### config.mk
export PLATFORM = sky130hd
export DESIGN_NAME = lsg_mul
export DESIGN_NICKNAME = d
export VERILOG_FILES = /design/src/sv/lsg_pkg.sv /design/src/sv/lsg_mul.sv
export SDC_FILE = /design/constraint.sdc
export NUM_CORES = 2
export LEC_CHECK = 0
export BUFFER_PORTS_ARGS = -buffer_cell sky130_fd_sc_hd__buf_2
export CORE_MARGIN = 2
export CORE_UTILIZATION = 44
export DETAILED_ROUTE_END_ITERATION = 7
export PLACE_DENSITY_LB_ADDON = 0.3
export SYNTH_ARGS = -nofsm -noshare
export SYNTH_HDL_FRONTEND = slang
export SYNTH_SLANG_ARGS = --single-unit
### constraint.sdc
create_clock -name clk -period 13.07 [get_ports clk]
set_input_delay 1.307 -clock clk [delete_from_list [all_inputs] [get_ports clk]]
set_output_delay 1.307 -clock clk [all_outputs]
set_load 0.02 [all_outputs]
### src/sv/lsg_pkg.sv
// shared types, constants and arithmetic helpers for the least-squares gradient core
package lsg_pkg;

    localparam int MAX_FEATURES = 16;
    localparam int LANE_LIMIT   = (MAX_FEATURES < 16) ? MAX_FEATURES : 16;
    localparam int IDX_W        = 4;
    localparam int CNT_W        = 5;
    localparam int VAL_W        = 32;
    localparam int PROD_W       = 2 * VAL_W;
    localparam int RND_W        = PROD_W - 16;
    localparam int ACC_W        = 48;
    localparam int DOT_W        = 52;
    localparam int DIFF_W       = DOT_W + 1;
    localparam int S_TDATA_W    = 40;
    localparam int M_TDATA_W    = 40;

    // input command codes
    typedef enum logic [1:0] {
        CMD_LOAD_WEIGHT = 2'd0,
        CMD_FEATURE     = 2'd1,
        CMD_TARGET      = 2'd2,
        CMD_FINISH      = 2'd3
    } cmd_t;

    // sequencer states
    typedef enum logic [3:0] {
        S_IDLE,
        S_DOT_MUL,
        S_DOT_RND,
        S_DOT_ADD,
        S_RESID,
        S_GRAD_MUL,
        S_GRAD_RND,
        S_GRAD_ADD,
        S_EMIT_LOAD,
        S_EMIT_WAIT
    } state_t;

    // saturate a wide signed value to 32 bits
    function automatic logic signed [VAL_W-1:0] sat_to32(input logic signed [DIFF_W-1:0] v);
        logic signed [DIFF_W-1:0] hi;
        logic signed [DIFF_W-1:0] lo;
        hi = DIFF_W'(signed'(33'sh0_7FFF_FFFF));
        lo = -hi - DIFF_W'(1);
        if (v > hi)
            return hi[VAL_W-1:0];
        else if (v < lo)
            return lo[VAL_W-1:0];
        else
            return v[VAL_W-1:0];
    endfunction

    // saturate a 49-bit sum to the 48-bit accumulator range
    function automatic logic signed [ACC_W-1:0] sat_to48(input logic signed [ACC_W:0] v);
        if (v[ACC_W] != v[ACC_W-1])
            return v[ACC_W] ? {1'b1, {(ACC_W-1){1'b0}}} : {1'b0, {(ACC_W-1){1'b1}}};
        else
            return v[ACC_W-1:0];
    endfunction

endpackage

### src/sv/lsg_mul.sv
// shared signed multiplier with round-half-up to q32.16, two register stages
module lsg_mul (
    input  logic                              clk,
    input  logic signed [lsg_pkg::VAL_W-1:0]  op_a,
    input  logic signed [lsg_pkg::VAL_W-1:0]  op_b,
    output logic signed [lsg_pkg::RND_W-1:0]  rnd_q
);
    import lsg_pkg::*;

    logic signed [PROD_W-1:0] prod_reg;
    logic signed [PROD_W-1:0] prod_next;
    logic signed [PROD_W-1:0] bias_sum;
    logic signed [RND_W-1:0]  rnd_reg;
    logic signed [RND_W-1:0]  rnd_next;

    // full q32.32 product
    assign prod_next = PROD_W'(op_a) * PROD_W'(op_b);

    // add half an lsb, then floor by dropping the low 16 bits
    assign bias_sum = prod_reg + PROD_W'(32768);
    assign rnd_next = bias_sum[PROD_W-1:16];

    always_ff @(posedge clk)
    begin
        prod_reg <= prod_next;
        rnd_reg  <= rnd_next;
    end

    assign rnd_q = rnd_reg;

endmodule

==> results <==
- The initial antenna violation count is 9.
- The count of buffers added by post-CTS timing repair for setup is 0.
- The logic depth of the worst register-to-register path is 9.
- Setup violations remaining at the end of the flow were counted as 0.
- The final instance area is 40600 µm².
- The max-slew violation total from the final report was 0.
- The number of instances in the placed design is 5207.
- The register with the most flip-flops in the layout has 49 of them.
- Summing the sequential cell areas from Yosys gives 4.98% of the chip area.
- The net count after synthesis is between 5000 and 6000.
- The remaining global-route overflow is 0.
- The die is 302 µm tall.
- The buffer cell driving the clock tree root is clkbuf_16.
- The post-route netlist has 3.84% of its cells at a drive strength greater than 1.
- Across the routed clock network, the largest skew measured is between 0.007 and 0.008 ns.
- The clock latency reported for the late side of the worst-skew pair is 0.35 ns.
- The actual transition at the worst max-transition pin is 1.03 ns.
- The clock tree from TritonCTS is done.
- After detailed routing, the total wire length is between 100000 and 150000 µm.
- Dividing the detail-routed wire length by the instance count gives a little under 20 µm.
- The post-cts repair resize count is 0.
- Entering global routing, the biggest net connects 33 pins.
- The remaining design rule violation count is 0.
- Counting flops and latches in the post-synthesis netlist gives 97.
- The total CTS buffers is 9.
- The startpoint class of the critical path is a primary input.
- The clock passes through at most 2 buffers.
- The count of unique library cells instantiated by Yosys is 69.
- The smallest clock period supported by the final layout is computed as 9.46 ns.
- The average cell area after synthesis is 9.45 µm².
- Timing would allow up to between 0.1 and 0.15 GHz.
- STA classifies the critical path endpoint as a flip-flop.
- The first-pass GRT wire length is 170000 µm.
- Along the worst path, the maximum fanout reaches 32.
- Once detailed placement completed, the half-perimeter wirelength came to 81300 µm.
- The number of global-route vias before repair was between 30000 and 40000.
- Setup repair after global routing left no endpoint under its margin.
- Data on the critical path is required at its endpoint by 13.29 ns.
- The share of flip-flops with an asynchronous set or reset is 0%.
- The horizontal die dimension is a little over 300 µm.
- The tree built by TritonCTS fans out to 97 sinks.
- The post-synthesis instance area is roughly 39000 µm².
- Along the worst hold path, the cell count comes to 1.
- The Yosys step of the flow raised 0 warnings.
- The area after detailed placement is 40300 µm².
- The total negative setup slack is 0 ns.
- For this block, the via count after detailed routing is 26898.
- For this run, the detailed router's first-pass iteration total came to 5.
- Hold repair after CTS inserted 0 buffers.
- The overall global routing resource usage is around a quarter.
- The worst endpoint data arrival time is 9.68 ns.
- The flow ran to the end, and the final reports show no timing, DRC or antenna violations.
- In the routed layout, each cell is associated on average with a via count of ~5.1.
- The die covers 91000 µm².
- Among all flip-flop cells after synthesis, the most frequent one is dfxtp_1.
- The final worst-path cycle share is 72.4%.
- In this run, the number of DRC markers left after iteration 0 of detailed routing was 1516.
- The floorplan has 109 rows.
- between 100 and 150 I/O pins were placed.
- The class of the worst hold path is flip-flop to flip-flop.
- The count of flip-flops with a built-in enable after synthesis is 0.
- The count of endpoints failing hold in the final timing report is 0.
- Counting every instance in the synthesized netlist gives 4126.
- The count of nets left with antenna violations once routing finished came out at 0.
- The worst hold-check slack is 0.460 ns.
- The number of H-tree branching levels is 3.
- The number of maximum-capacitance constraint violations is 0.
- At the end of routability-driven placement, the weighted congestion stood at between 0.9 and 1.
- The core region is 88100 µm².
- After clock tree synthesis, the clock-pin slew on the worst setup and hold paths is roughly 0.060 ns.
- The worst setup path is of the primary input to flip-flop kind.
- The count of nets after finishing is 5380.
- After the flow finishes, the layout carries non-filler instances totaling roughly 5200.
- Measured against its own limit, the worst slew margin works out to 31.1%.
- The filler cells instantiated in the layout total 8493.
- Buffers placed on the I/O ports in this run total 112.
- The initial utilization of the core area, before any placement, comes to 44.2%.
- The area overhead of the layout relative to synthesis is 4.17%.
-- cell families (layout without fill, tap and decap cells) --
| kind of cell | count (synthesis) | in the layout | share of synthesized area [%] |
|---|---|---|---|
| fa+ha+maj | 1262 | 1262 | 61.3 |
| xor+xnor | 109 | 109 | 2.45 |
| simple gates | 1242 | 1242 | 16.2 |
| mux | 1 | 1 | 0.0289 |
| other cells | 0 | 4 | 0 |
| compound gates | 205 | 205 | 3.36 |
| buf+inv | 1210 | 1142 | 11.7 |
| flops | 97 | 97 | 4.98 |
-- final timing paths --
kind	slack [ns]	startpoint	to
worst max register to register	10.54	prod_reg[22]$_DFF_P_	rnd_q[47]$_DFF_P_
worst min register to register	0.46	prod_reg[29]$_DFF_P_	rnd_q[13]$_DFF_P_
worst max-delay path	3.61	op_b[5]	prod_reg[61]$_DFF_P_
worst min-delay path	0.46	prod_reg[29]$_DFF_P_	rnd_q[13]$_DFF_P_
-- per-stage QoR --
stage / setup slack (ns) / utilization, %
finish: 3.61 / 46.1
global route: 3.02 / 46.1
CTS: 3.63 / 46.1
detailed placement: 3.27 / 45.7
global placement: 3.37 / 45.7
floorplan: 4.41 / -
-- metal layers --
metal / wire, µm / track usage, % / share of wire, % / vias up
met3: 5280 / 2.35 / 5.1 / 240
met2: 52600 / 43.3 / 51 / 856
met4: 6290 / 12.0 / 6.1 / 4
met5: 24 / 0 / 0.023 / -
met1: 38800 / 29.4 / 38 / 14144
li1: - / - / - / 11654
-- critical path, stage by stage --
cell	delay, ns
buf_2	0.52
nand2_1	0.25
inv_1	0.14
fa_1	0.39
inv_1	0.24
fa_1	0.46
inv_1	0.23
fa_1	0.50
fa_1	0.92
inv_1	0.38
fa_1	0.58
inv_1	0.06
fa_1	0.55
fa_1	0.43
fa_1	0.47
ha_1	0.39
a21o_1	0.20
a21o_1	0.17
a21oi_1	0.26
o22ai_1	0.12
o41ai_1	0.37
o21ai_1	0.13
a311oi_1	0.31
a211oi_1	0.11
xor2_1	0.15
-- cells in the final DEF, fill, tap and decap left out, types with 12 or more instances in the layout --
| master | instances |
|---|---|
| a21o_1 | 32 |
| a21oi_1 | 65 |
| and2_1 | 519 |
| and3_1 | 12 |
| buf_2 | 112 |
| dfxtp_1 | 97 |
| fa_1 | 1081 |
| ha_1 | 181 |
| inv_1 | 1002 |
| nand2_1 | 537 |
| nand3_1 | 29 |
| nand4_1 | 23 |
| nor2_1 | 66 |
| nor3_1 | 14 |
| o21ai_0 | 24 |
| o21ai_1 | 12 |
| o21bai_1 | 13 |
| xnor2_1 | 79 |
| xor2_1 | 30 |
-- final cells by class --
cell class	instances	area (µm²)	share of cell area (%)
Sequential cell	97	1940	4.78
Timing Repair Buffer	123	643	1.58
Clock buffer	13	270	0.666
Multi-Input combinational cell	2819	32500	80.0
Antenna cell	4	10.0	0.0247
Clock inverter	3	22.5	0.0555
Inverter	1003	3760	9.27
Tap cell	1165	1460	3.59
-- cell usage after synthesis, drive strengths merged, types with 30 or more instances --
cell / n / share of area (%)
nand2: 538 / 5.2
o21ai: 36 / 0.46
inv: 1003 / 9.7
a21oi: 65 / 0.83
clkbuf: 206 / 2.0
fa: 1081 / 56
nor2: 68 / 0.68
a21o: 32 / 0.62
ha: 181 / 5.8
dfxtp: 97 / 5.0
xor2: 30 / 0.67
and2: 519 / 8.3
xnor2: 79 / 1.8
Power is not shown: default switching activity piles up to over one toggle a cycle in this logic, so the estimate is an artifact.
